<file path="src/hdl/rtp_pkg.sv">
package rtp_pkg;

    localparam int IN_WIDTH_DEF = 16;
    localparam int STAGES_DEF   = 16;

    localparam int GUARD_BITS = 8;
    localparam int ZW         = 26;
    localparam int ANG_W      = ZW - GUARD_BITS;

    localparam logic signed [ZW-1:0] QUARTER_UNITS = ZW'(90 * 32768);
    localparam logic signed [ZW-1:0] HALF_UNITS    = ZW'(180 * 32768);
    localparam logic signed [ZW-1:0] THREEQ_UNITS  = ZW'(270 * 32768);
    localparam logic signed [ZW-1:0] TURN_UNITS    = ZW'(360 * 32768);
    localparam logic signed [ZW-1:0] ROUND_UNITS   = ZW'(128);
    localparam logic [ANG_W-1:0]     OUT_TURN      = ANG_W'(46080);

    typedef enum logic [2:0] {
        AXIS_NONE,
        AXIS_ZERO,
        AXIS_90,
        AXIS_180,
        AXIS_270
    } axis_t;

    // round(atan(2^-i) * 180/pi * 32768)
    function automatic logic signed [ZW-1:0] atan_units(input int idx);
        logic signed [ZW-1:0] v;
        case (idx)
            0:       v = ZW'(1474560);
            1:       v = ZW'(870484);
            2:       v = ZW'(459940);
            3:       v = ZW'(233473);
            4:       v = ZW'(117189);
            5:       v = ZW'(58652);
            6:       v = ZW'(29333);
            7:       v = ZW'(14667);
            8:       v = ZW'(7334);
            9:       v = ZW'(3667);
            10:      v = ZW'(1833);
            11:      v = ZW'(917);
            12:      v = ZW'(458);
            13:      v = ZW'(229);
            14:      v = ZW'(115);
            15:      v = ZW'(57);
            16:      v = ZW'(29);
            17:      v = ZW'(14);
            18:      v = ZW'(7);
            19:      v = ZW'(4);
            20:      v = ZW'(2);
            21:      v = ZW'(1);
            default: v = '0;
        endcase
        return v;
    endfunction

endpackage

</file>
<file path="src/hdl/rtp_front.sv">
module rtp_front
    import rtp_pkg::*;
#(
    parameter int W  = IN_WIDTH_DEF,
    parameter int XW = IN_WIDTH_DEF + 11
)
(
    input  logic                   clk,
    input  logic                   rst_n,
    input  logic                   up_valid,
    output logic                   up_ready,
    input  logic [W-1:0]           up_re,
    input  logic [W-1:0]           up_im,
    output logic                   dn_valid,
    input  logic                   dn_ready,
    output logic signed [XW-1:0]   dn_x,
    output logic signed [XW-1:0]   dn_y,
    output logic signed [ZW-1:0]   dn_z,
    output axis_t                  dn_axis,
    output logic [2*W-1:0]         dn_n
);

    localparam int SW = 2 * W;

    logic                 a_valid_reg, b_valid_reg, c_valid_reg;
    logic                 a_ready, b_ready, c_ready;
    logic signed [XW-1:0] a_x_reg, a_y_reg, b_x_reg, b_y_reg, c_x_reg, c_y_reg;
    logic signed [ZW-1:0] a_z_reg, b_z_reg, c_z_reg;
    axis_t                a_axis_reg, b_axis_reg, c_axis_reg;
    logic [W-1:0]         a_are_reg, a_aim_reg;
    logic [SW-1:0]        b_sqre_reg, b_sqim_reg, c_n_reg;

    logic signed [XW-1:0] re_x, im_x, x_next, y_next;
    logic signed [ZW-1:0] z_next;
    logic [W-1:0]         are_next, aim_next;
    logic                 re_neg, im_neg, re_zero, im_zero;
    axis_t                axis_next;

    assign a_ready  = !a_valid_reg || b_ready;
    assign b_ready  = !b_valid_reg || c_ready;
    assign c_ready  = !c_valid_reg || dn_ready;
    assign up_ready = a_ready;

    always_comb
    begin
        re_neg  = up_re[W-1];
        im_neg  = up_im[W-1];
        re_zero = (up_re == '0);
        im_zero = (up_im == '0);
        re_x    = XW'(signed'(up_re));
        im_x    = XW'(signed'(up_im));
        // fold the left half plane onto the right one
        x_next  = (re_neg ? -re_x : re_x) <<< GUARD_BITS;
        y_next  = (re_neg ? -im_x : im_x) <<< GUARD_BITS;
        z_next  = re_neg ? HALF_UNITS : '0;
        are_next = re_neg ? W'(-up_re) : up_re;
        aim_next = im_neg ? W'(-up_im) : up_im;
        if (re_zero && im_zero)
            axis_next = AXIS_ZERO;
        else if (im_zero)
            axis_next = re_neg ? AXIS_180 : AXIS_ZERO;
        else if (re_zero)
            axis_next = im_neg ? AXIS_270 : AXIS_90;
        else
            axis_next = AXIS_NONE;
    end

    always_ff @(posedge clk or negedge rst_n)
    begin
        if (!rst_n)
        begin
            a_valid_reg <= 1'b0;
            b_valid_reg <= 1'b0;
            c_valid_reg <= 1'b0;
        end
        else
        begin
            if (a_ready)
                a_valid_reg <= up_valid;
            if (b_ready)
                b_valid_reg <= a_valid_reg;
            if (c_ready)
                c_valid_reg <= b_valid_reg;
        end
    end

    always_ff @(posedge clk)
    begin
        if (a_ready && up_valid)
        begin
            a_x_reg    <= x_next;
            a_y_reg    <= y_next;
            a_z_reg    <= z_next;
            a_axis_reg <= axis_next;
            a_are_reg  <= are_next;
            a_aim_reg  <= aim_next;
        end
        if (b_ready && a_valid_reg)
        begin
            b_x_reg    <= a_x_reg;
            b_y_reg    <= a_y_reg;
            b_z_reg    <= a_z_reg;
            b_axis_reg <= a_axis_reg;
            b_sqre_reg <= SW'(a_are_reg) * SW'(a_are_reg);
            b_sqim_reg <= SW'(a_aim_reg) * SW'(a_aim_reg);
        end
        if (c_ready && b_valid_reg)
        begin
            c_x_reg    <= b_x_reg;
            c_y_reg    <= b_y_reg;
            c_z_reg    <= b_z_reg;
            c_axis_reg <= b_axis_reg;
            c_n_reg    <= b_sqre_reg + b_sqim_reg;
        end
    end

    assign dn_valid = c_valid_reg;
    assign dn_x     = c_x_reg;
    assign dn_y     = c_y_reg;
    assign dn_z     = c_z_reg;
    assign dn_axis  = c_axis_reg;
    assign dn_n     = c_n_reg;

endmodule

</file>
<file path="config.mk">
export PLATFORM = sky130hd
export DESIGN_NAME = rtp_front
export DESIGN_NICKNAME = d
export VERILOG_FILES = /design/src/hdl/rtp_pkg.sv /design/src/hdl/rtp_front.sv
export SDC_FILE = /design/constraint.sdc
export NUM_CORES = 1
export LEC_CHECK = 0
export BUFFER_PORTS_ARGS = -buffer_cell sky130_fd_sc_hd__buf_2
export CAP_MARGIN = 10
export CORE_MARGIN = 10
export CORE_UTILIZATION = 63
export DETAILED_ROUTE_END_ITERATION = 12
export PLACE_DENSITY = 0.89
export SYNTH_ARGS = -nofsm -noshare
export SYNTH_HDL_FRONTEND = slang
export SYNTH_SLANG_ARGS = --single-unit
</file>
<file path="constraint.sdc">
create_clock -name clk -period 7.14 [get_ports clk]
set_clock_uncertainty 0.05 [all_clocks]
set_input_delay 0.714 -clock clk [delete_from_list [all_inputs] [get_ports clk]]
set_output_delay 0.714 -clock clk [all_outputs]
set_load 0.05 [all_outputs]
</file>
==> metrics.md <==
| Metric | Value |
|---|---|
| Ratio of cells with drive above 1 in the final layout | `0.0928` |
| Critical path data arrival time | `7.10 ns` |
| Status | `finished, final reports clean` |
| CTS tree | `yes` |
| CP Class | `reg2reg` |
| Initial DRC count | `963` |
| Post-synthesis sequential area ratio | `0.296` |
| Tcrit/Tclk final | `0.959` |
| Row count | `71` |
| WL met2 | `26400 µm` |
| Die extent in y | `215 µm` |
| Post-synth cell types | `61` |
| Number of port buffers | `114` |
| Die area | `0.0461 mm²` |
| Worst Setup Start Kind | `flip-flop` |
| NumNets Final | `2979` |
| Worst-path clk slew | `0.06 ns` |
| Post-DRT Antenna Nets | `0` |
| CTS Buf Count | `26` |
| Critical Path Sink Type | `flip-flop` |
| Slew Limit Fails | `0` |
| Initial antenna violation count | `0` |
| Ys flop type | `edfxtp_1` |
| DP Worst Slack | `0.300 ns` |
| Largest net degree at the start of global routing | `75` |
| Synthesis Warnings | `0` |
| Starting density of the core | `0.637` |
| GPL Wtd Cong | `0.935` |
| Avg WL per Cell | `17.9 µm` |
| Via Count | `15900` |
| CTS Buffer Depth | `3` |
| Yosys reg bits | `236` |
| Area of the core | `0.0375 mm²` |
| CTS H-tree lvls | `1` |
| Mean Syn Cell Area | `10.6 µm²` |
| Final Setup Violations | `0` |
| GR Overflow Total | `0` |
| P&R area growth vs syn | `8.54%` |
| Highest metal used | `met4` |
| Final HPWL DP | `41800 µm` |
| Die X | `215 µm` |
| Post-Syn Area | `0.0239 mm²` |
| Post-synthesis async set-or-reset flop share | `0.0127` |
| Drt total wl | `52200 µm` |
| Critical Path Max Stage Delay | `0.57 ns` |
| TritonRoute pass-1 iters | `5` |
| Tightest Pin Transition | `1.01 ns` |
| Total track usage | `0.230` |
| Syn Inst Count | `2247` |
| Most frequent cells in the layout | `511 x inv_1, 324 x fa_1, 233 x edfxtp_1` |
| EDFF count, synth | `233` |
| Slowest cell on crit path | `edfxtp_1` |
| Latest clock arrival within the worst-skew pair | `0.56 ns` |
| CP Cell Sequence | `nand2_1, fa_1, inv_1, fa_1, inv_1, fa_1, inv_1, fa_1, fa_1, inv_1, fa_1, inv_1, ha_1, a21oi_1, o21ai_0, a211oi_2, o21ai_1, a221o_1, a221o_1, a211o_1, a21oi_2, xnor2_1` |
| Min Tclk post-route | `6.84 ns` |
| Num Clock Sinks | `236` |
| Via density | `5.47` |
| Number of global-route vias before repair | `17800` |
| Final Hold Fails | `0` |
| # IOs | `153` |
| Commonest non-fill, non-tap cell in the layout | `inv_1` |
| Fmax achieved | `0.146 GHz` |
| Global-route wire length before repair | `87200 µm` |
| Setup WS post-layout | `0.295 ns` |
| Worst Path Required | `7.39 ns` |
| Hold Crit Class | `in2reg` |
| Worst-path maximum fanout | `10` |
| Max reg flops | `32` |
| Root Buffer Master | `clkbuf_16` |
| Crit path top cell by count | `fa_1` |
| Met3 Routed Length | `3500 µm` |
| DRC viols | `0` |
| WL met1 | `20800 µm` |
| Ant. Diodes | `0` |
| Max transition margin | `0.327` |
| Max_cap viols | `0` |
==> cells in the mapped netlist (all sizes together) (31+ instances only) <==
master	instances	area, µm²
a21o	31	233
a21oi	75	379
and2	90	563
buf	42	313
clkbuf	51	191
edfxtp	233	7000
fa	324	6490
ha	232	2900
inv	513	1930
nand2	204	766
nor2	76	285
o21ai	43	215
xnor2	99	867
xor2	33	289
==> stage by stage <==
| step | instance area [µm²] | util | std cells | hold slack, ns | setup TNS (ns) |
|---|---|---|---|---|---|
| 4_1_cts | 25800 | 0.688 | 2898 | 0.307 | 0 |
| 2_1_floorplan | 24000 | - | 2287 | 0.350 | 0 |
| 3_3_place_gp | 25000 | 0.666 | 2853 | 0.350 | 0 |
| 3_5_place_dp | 25000 | 0.666 | 2853 | 0.355 | 0 |
| 6_report | 25900 | 0.691 | 2914 | 0.320 | 0 |
| 5_1_grt | 25900 | 0.691 | 2914 | 0.313 | -0.108 |
==> layer usage <==
layer,GRT usage,vias up
met4,0.0683,0
met3,0.0416,120
met2,0.402,592
met1,0.287,7935
met5,0,-
li1,-,7297
==> path summary, 6_finish.rpt <==
kind	startpoint	endpoint	slack [ns]	cells after the start
setup reg to reg	a_are_reg[8]	b_sqre_reg[31]	0.30	22
hold / removal	up_valid	a_valid_reg	0.32	2
min in group asynchronous	rst_n	b_valid_reg	0.44	2
setup / recovery	a_are_reg[8]	b_sqre_reg[31]	0.30	22
max in group asynchronous	rst_n	dn_valid	6.49	2
hold reg to reg	b_y_reg[23]	dn_y[23]	0.36	0
==> what timing repair did <==
| action | in CTS | in global routing |
|---|---|---|
| endpoints found under the setup margin | 0 | 3 |
| buffers inserted | 0 | 16 |
| endpoints found under the hold margin | 3 | 0 |
| hold buffers | 1 | 0 |
| gates resized for setup | 0 | 3 |
==> worst max-delay path: cells and delay by family, from the launching register on <==
kind,cells,cell delay [ns]
xor gates and xnor gates,1,0.07
and+or+nand+nor,1,0.18
DFF,1,0.57
adders and majority gates,7,3.46
AOI/OAI and AO/OA,8,1.99
buffers and inverters,5,0.26
==> logic make-up after synthesis <==
group,after synthesis,share of synthesized area
AO/OA/AOI/OAI,226,0.0610
adder cells (fa/ha/maj),556,0.393
flip-flops,236,0.296
buffers and inverters,606,0.102
AND/OR/NAND/NOR,488,0.0980
other,1,0.000157
multiplexers,2,0.000944
XOR/XNOR,132,0.0484
==> cell type report <==
type | count | area, µm²
multi-input combinational | 1445 | 14500
sequential | 236 | 7070
tap | 511 | 639
clock inverter | 15 | 120
clock buffer | 29 | 662
fill | 2673 | 11600
inverter | 513 | 1930
timing repair buffer | 165 | 956
Power is left out: the tool's default activity adds up to more than one toggle a clock period on the data nets, which glitch-free logic cannot reach.
