## src/hdl/rtp_pkg.sv

```systemverilog
package rtp_pkg;

    localparam int IN_WIDTH_DEF = 16;
    localparam int STAGES_DEF   = 16;

    localparam int GUARD_BITS = 8;
    localparam int ZW         = 26;
    localparam int ANG_W      = ZW - GUARD_BITS;

    localparam logic signed [ZW-1:0] QUARTER_UNITS = ZW'(90 * 32768);
    localparam logic signed [ZW-1:0] HALF_UNITS    = ZW'(180 * 32768);
    localparam logic signed [ZW-1:0] THREEQ_UNITS  = ZW'(270 * 32768);
    localparam logic signed [ZW-1:0] TURN_UNITS    = ZW'(360 * 32768);
    localparam logic signed [ZW-1:0] ROUND_UNITS   = ZW'(128);
    localparam logic [ANG_W-1:0]     OUT_TURN      = ANG_W'(46080);

    typedef enum logic [2:0] {
        AXIS_NONE,
        AXIS_ZERO,
        AXIS_90,
        AXIS_180,
        AXIS_270
    } axis_t;

    // round(atan(2^-i) * 180/pi * 32768)
    function automatic logic signed [ZW-1:0] atan_units(input int idx);
        logic signed [ZW-1:0] v;
        case (idx)
            0:       v = ZW'(1474560);
            1:       v = ZW'(870484);
            2:       v = ZW'(459940);
            3:       v = ZW'(233473);
            4:       v = ZW'(117189);
            5:       v = ZW'(58652);
            6:       v = ZW'(29333);
            7:       v = ZW'(14667);
            8:       v = ZW'(7334);
            9:       v = ZW'(3667);
            10:      v = ZW'(1833);
            11:      v = ZW'(917);
            12:      v = ZW'(458);
            13:      v = ZW'(229);
            14:      v = ZW'(115);
            15:      v = ZW'(57);
            16:      v = ZW'(29);
            17:      v = ZW'(14);
            18:      v = ZW'(7);
            19:      v = ZW'(4);
            20:      v = ZW'(2);
            21:      v = ZW'(1);
            default: v = '0;
        endcase
        return v;
    endfunction

endpackage

```

## src/hdl/rtp_step.sv

```systemverilog
module rtp_step
    import rtp_pkg::*;
#(
    parameter int W      = IN_WIDTH_DEF,
    parameter int XW     = IN_WIDTH_DEF + 11,
    parameter int IDX    = 0,
    parameter int STAGES = STAGES_DEF
)
(
    input  logic                   clk,
    input  logic                   rst_n,
    input  logic                   up_valid,
    output logic                   up_ready,
    input  logic signed [XW-1:0]   up_x,
    input  logic signed [XW-1:0]   up_y,
    input  logic signed [ZW-1:0]   up_z,
    input  axis_t                  up_axis,
    input  logic [2*W-1:0]         up_rem,
    input  logic [2*W:0]           up_res,
    output logic                   dn_valid,
    input  logic                   dn_ready,
    output logic signed [XW-1:0]   dn_x,
    output logic signed [XW-1:0]   dn_y,
    output logic signed [ZW-1:0]   dn_z,
    output axis_t                  dn_axis,
    output logic [2*W-1:0]         dn_rem,
    output logic [2*W:0]           dn_res
);

    localparam int SW        = 2 * W;
    localparam int RW        = 2 * W + 1;
    localparam bit CORDIC_ON = (IDX < STAGES);
    localparam bit SQRT_ON   = (IDX < W);
    localparam int SHAMT     = SQRT_ON ? 2 * (W - 1 - IDX) : 0;
    localparam logic [RW-1:0] SQ_BIT = SQRT_ON ? (RW'(1) << SHAMT) : '0;
    localparam logic signed [ZW-1:0] ATAN = atan_units(IDX);

    logic                 valid_reg;
    logic signed [XW-1:0] x_reg, y_reg, x_next, y_next, xs, ys;
    logic signed [ZW-1:0] z_reg, z_next;
    axis_t                axis_reg;
    logic [SW-1:0]        rem_reg, rem_next;
    logic [RW-1:0]        res_reg, res_next, trial;

    assign up_ready = !valid_reg || dn_ready;

    always_comb
    begin
        xs = up_x >>> IDX;
        ys = up_y >>> IDX;
        x_next = up_x;
        y_next = up_y;
        z_next = up_z;
        if (CORDIC_ON)
        begin
            if (!up_y[XW-1])
            begin
                x_next = up_x + ys;
                y_next = up_y - xs;
                z_next = up_z + ATAN;
            end
            else
            begin
                x_next = up_x - ys;
                y_next = up_y + xs;
                z_next = up_z - ATAN;
            end
        end
    end

    always_comb
    begin
        trial    = up_res + SQ_BIT;
        rem_next = up_rem;
        res_next = up_res;
        if (SQRT_ON)
        begin
            if ({1'b0, up_rem} >= trial)
            begin
                rem_next = up_rem - trial[SW-1:0];
                res_next = (up_res >> 1) + SQ_BIT;
            end
            else
            begin
                res_next = up_res >> 1;
            end
        end
    end

    always_ff @(posedge clk or negedge rst_n)
    begin
        if (!rst_n)
            valid_reg <= 1'b0;
        else if (up_ready)
            valid_reg <= up_valid;
    end

    always_ff @(posedge clk)
    begin
        if (up_ready && up_valid)
        begin
            x_reg    <= x_next;
            y_reg    <= y_next;
            z_reg    <= z_next;
            axis_reg <= up_axis;
            rem_reg  <= rem_next;
            res_reg  <= res_next;
        end
    end

    assign dn_valid = valid_reg;
    assign dn_x     = x_reg;
    assign dn_y     = y_reg;
    assign dn_z     = z_reg;
    assign dn_axis  = axis_reg;
    assign dn_rem   = rem_reg;
    assign dn_res   = res_reg;

endmodule

```

## config.mk

```make
export PLATFORM = sky130hd
export DESIGN_NAME = rtp_step
export DESIGN_NICKNAME = d
export VERILOG_FILES = /design/src/hdl/rtp_pkg.sv /design/src/hdl/rtp_step.sv
export SDC_FILE = /design/constraint.sdc
export NUM_CORES = 1
export LEC_CHECK = 0
export BUFFER_PORTS_ARGS = -buffer_cell sky130_fd_sc_hd__buf_2
export CAP_MARGIN = 20
export CORE_ASPECT_RATIO = 1.25
export CORE_MARGIN = 4
export CORE_UTILIZATION = 35
export DETAILED_ROUTE_END_ITERATION = 6
export PLACE_DENSITY_LB_ADDON = 0.08
export SLEW_MARGIN = 10
export SYNTH_ARGS = -nofsm -noshare
export SYNTH_HDL_FRONTEND = slang
export SYNTH_SLANG_ARGS = --single-unit
```

## constraint.sdc

```tcl
create_clock -name clk -period 5.8 [get_ports clk]
set_clock_uncertainty 0.15 [all_clocks]
set_input_delay 0.87 -clock clk [delete_from_list [all_inputs] [get_ports clk]]
set_output_delay 0.87 -clock clk [all_outputs]
set_load 0.1 [all_outputs]
```

==> results.env <==
SYNTH-SEQ-CELLS=148
GLOBAL_ROUTE_TOTAL_USAGE_ACROSS_EVERY_LAYER=0.1818
TIMING.CRITICAL_PATH.BUF_INV=3
POST_SYNTHESIS_ASYNC_SET_OR_RESET_FLOP_SHARE=0.006757
MAXSLEWVIOLCOUNT=0
FINALSETUPTNS_PS=0
GRT_START_MAX_NET_PINS=86
INITIAL_ANTENNA_VIOLATION_COUNT=4
FP.COREAREA_UM2=31080
CTSLONGESTPATHBUFFERS=2
DIEWIDTH_UM=167.1
SYNTH_NETS=1393
WL_MM=32.26
FINAL_CELL_MIX='sky130_fd_sc_hd__buf_2 (301), sky130_fd_sc_hd__edfxtp_1 (147), sky130_fd_sc_hd__ha_1 (121)'
CRIT_PATH_MAX_FANOUT=18
CTS-ROOT-BUF='sky130_fd_sc_hd__clkbuf_16'
WL_PER_CELL_UM=17.69
AREA_GROWTH_PCT=22.90
LAYOUT.NETS=1680
CRITPATHREQUIREDTIME_PS=5840
ROWS=72
WORST_SETUP_PATH_START_KIND='input port'
CLKTRANSATPATHREGS_PS=70
WORST_PATH_DOMINANT_CELL_FAMILY='compound AO/OA/AOI/OAI gates'
CTS.SINK_COUNT=148
SEQUENTIAL_CELL_AREA_UM2=4439
MIN_PERIOD_OVER_PERIOD=0.7403
DP.FINAL_HPWL_MM=25.48
GRT_PASS1_VIAS=9387
SYNTH.YOSYS.WARNINGS=0
PORTBUFFERS=301
DRT_ITER0_MARKERS=503
CAP_VIOL_MAX_COUNT=0
YOSYS-TOP-CELLS-AREA='sky130_fd_sc_hd__edfxtp_1 (40%), sky130_fd_sc_hd__ha_1 (14%), sky130_fd_sc_hd__xnor2_1 (5.2%)'
CP.ARRIVAL_PS=4330
CRITICAL_PATH.CELL_CHAIN='buf_2 -> inv_1 -> ha_1 -> a211oi_1 -> nor2_1 -> o41ai_1 -> a211oi_1 -> o21ai_1 -> a31oi_1 -> a21oi_1 -> nor2_1 -> o21ai_4 -> buf_4 -> mux2_2'
REPORT.FINAL.SETUP_VIOL=0
NUM_PORTS=302
AVGVIACOUNTPERCELL=5.097
SYNTH_TOP_FLOP_CELL='sky130_fd_sc_hd__edfxtp_1'
POST-LAYOUT-TOTAL-POWER_mW=4.073
SYN_AREA_PER_CELL_UM2=9.928
SYNTH-EDFF-COUNT=147
CELLPOWERDENSITY_nW_PER_UM2=299.4
DETAILROUTE.VIA_COUNT=9297
TIMING_WORST_SETUP_PATH_TYPE='in2reg'
FINALWEIGHTEDCONGESTION=0.8723
FIN_HOLD_WS_PS=39.01
SYNTH_TOP_CELL_AREA_SHARE=0.3988
N_FILL_CELL=3124
SYN-INSTANCE-COUNT=1115
CTS_TREE='yes'
FINAL_PERIOD_MINUS_WORST_SETUP_SLACK_PS=4294
TIMING.HOLD.WORST.CLASS='in2async'
CTS_POST_SETUP_BUFFERS_INSERTED=0
CTS-BUFFERS-INSERTED=17
CELLLEAKAGEPOWER_nW=6.083
DRC=0
SYNTH_AREA_LEADER_CELL='sky130_fd_sc_hd__edfxtp_1'
RSZ_0062_RAISED_AFTER_GLOBAL_ROUTING='no'
OUTCOME='completed'
TIGHTESTPINTRANSITION_PS=885.4
NUMBER_OF_HOLD_BUFFERS_ADDED_AFTER_CTS=0
INSERTION_DELAY_PS=440
DRTPASS1ITERATIONS=5
FF_TO_FF_PATH_DEPTH=3
CLOCK_TREE.HTREE_LEVEL_COUNT=4
TIMING.MAX_SLEW.REL_SLACK=0.4097
LAYOUT.CELLS.MOST_COMMON='sky130_fd_sc_hd__buf_2'
SYNTH_AREA_UM2=11070
FLOORPLAN.INITIALDENSITY=0.3562
PROPORTION_OF_SYNTHESIZED_CHIP_AREA_IN_SEQUENTIAL_CELLS=0.4010
CRITPATHCAPTURETYPE='register'
FINAL_HOLD_VIOL_COUNT=0
COUNT_OF_DISTINCT_CELL_TYPES_IN_THE_SYNTHESIZED_NETLIST=66
FLOORPLAN.DIE.HEIGHT_UM=206.8
VDD.IR_DROP.WORST_V=0.0001554
GRT_OVF=0
ANT_NETS=0
CTS_RESIZED=0
FINAL_LAYOUT_SIZE_SUFFIX_GT1_FRAC=0.2700
CRITICAL_PATH.SLOWEST_CELL='sky130_fd_sc_hd__o21ai_4'
FIRST_PASS_GRT_WIRE_LENGTH_MM=50.13
CRITICAL_PATH_CELL_COUNT=14
MULTIINPUTGATEAREA_UM2=6038
SLOWEST_DELAY_PS=550
DIE_AREA_UM2=34550
MAX_CLOCK_FREQ_MHz=232.9
-- power breakdown --
part | internal [mW] | switching [mW] | total [mW]
combinational | 0.415 | 1.20 | 1.61
sequential | 1.31 | 0.0222 | 1.34
clock | 0.584 | 0.542 | 1.13
total | 2.31 | 1.76 | 4.07
-- area by class of cell --
type	count	area share
antenna	2	0.0003679
clock buffer	17	0.03127
clock inverter	15	0.01297
inverter	119	0.03283
multi-input combinational	809	0.4439
sequential	148	0.3263
tap	407	0.03743
timing repair buffer	307	0.1150
-- worst reg2reg max path, cell delays in order (launching register included) --
cell and delay (ps):
sky130_fd_sc_hd__dfrtp_1 380, sky130_fd_sc_hd__nand2b_1 110, sky130_fd_sc_hd__and2_4 730, sky130_fd_sc_hd__buf_12 450
-- state kept, by name, indices dropped and copies added (netlist names) --
register / cells
dn_res: 33
dn_rem: 32
dn_x: 27
dn_y: 26
dn_z: 26
dn_axis: 3
dn_valid: 1
-- cell families after synthesis --
| kind of cell | Yosys count | synth area share |
|---|---|---|
| adder cells (fa/ha/maj) | 126 | 0.1458 |
| AO/OA/AOI/OAI | 340 | 0.1950 |
| buffers and inverters | 158 | 0.05437 |
| XOR/XNOR | 89 | 0.07042 |
| flip-flops | 148 | 0.4010 |
| multiplexers | 43 | 0.04239 |
| AND/OR/NAND/NOR | 211 | 0.09099 |
-- cells in the mapped netlist, types with 8 or more instances --
| cell type | count |
|---|---|
| sky130_fd_sc_hd__edfxtp_1 | 147 |
| sky130_fd_sc_hd__ha_1 | 121 |
| sky130_fd_sc_hd__inv_1 | 115 |
| sky130_fd_sc_hd__a21oi_1 | 111 |
| sky130_fd_sc_hd__nor2_1 | 77 |
| sky130_fd_sc_hd__o21ai_0 | 69 |
| sky130_fd_sc_hd__xnor2_1 | 66 |
| sky130_fd_sc_hd__nand2_1 | 41 |
| sky130_fd_sc_hd__mux2_2 | 31 |
| sky130_fd_sc_hd__a21o_1 | 30 |
| sky130_fd_sc_hd__clkbuf_1 | 27 |
| sky130_fd_sc_hd__o21bai_1 | 23 |
| sky130_fd_sc_hd__xor2_1 | 23 |
| sky130_fd_sc_hd__nor3_1 | 18 |
| sky130_fd_sc_hd__nand2b_1 | 16 |
| sky130_fd_sc_hd__a211oi_1 | 15 |
| sky130_fd_sc_hd__nor2b_1 | 13 |
| sky130_fd_sc_hd__mux2i_1 | 12 |
| sky130_fd_sc_hd__o211ai_1 | 11 |
| sky130_fd_sc_hd__a21boi_0 | 9 |
| sky130_fd_sc_hd__nand3_1 | 9 |
| sky130_fd_sc_hd__nand4_1 | 9 |
| sky130_fd_sc_hd__o21a_1 | 8 |
| sky130_fd_sc_hd__o31ai_1 | 8 |
-- layer usage --
| layer | track usage | routed length [µm] |
|---|---|---|
| met3 | 0.04076 | 1867 |
| met2 | 0.3312 | 16630 |
| met1 | 0.2151 | 13140 |
| met4 | 0.05291 | 606 |
| met5 | 0 | 16 |
-- worst paths after layout --
path,from,endpoint,slack (ps)
worst max-delay path,up_res[6],dn_rem[7],1510
worst min-delay path,rst_n,dn_valid,40
worst max register to register,dn_valid,dn_y[4],3500
worst min register to register,dn_valid,dn_valid,390
max in group asynchronous,rst_n,dn_valid,5380
min in group clk,dn_valid,dn_valid,390
-- stage by stage --
stage                     instances  cell area [µm²]  setup WS [ps]    util
after floorplan                1115            11070           1564       -
after global placement         1790            13000           1080  0.4182
after detailed placement       1790            13000           1020  0.4182
after CTS                      1822            13600           1473  0.4376
after global routing           1824            13600           1168  0.4377
final                          1824            13600           1506  0.4377
(Power assumes the default switching activity.)
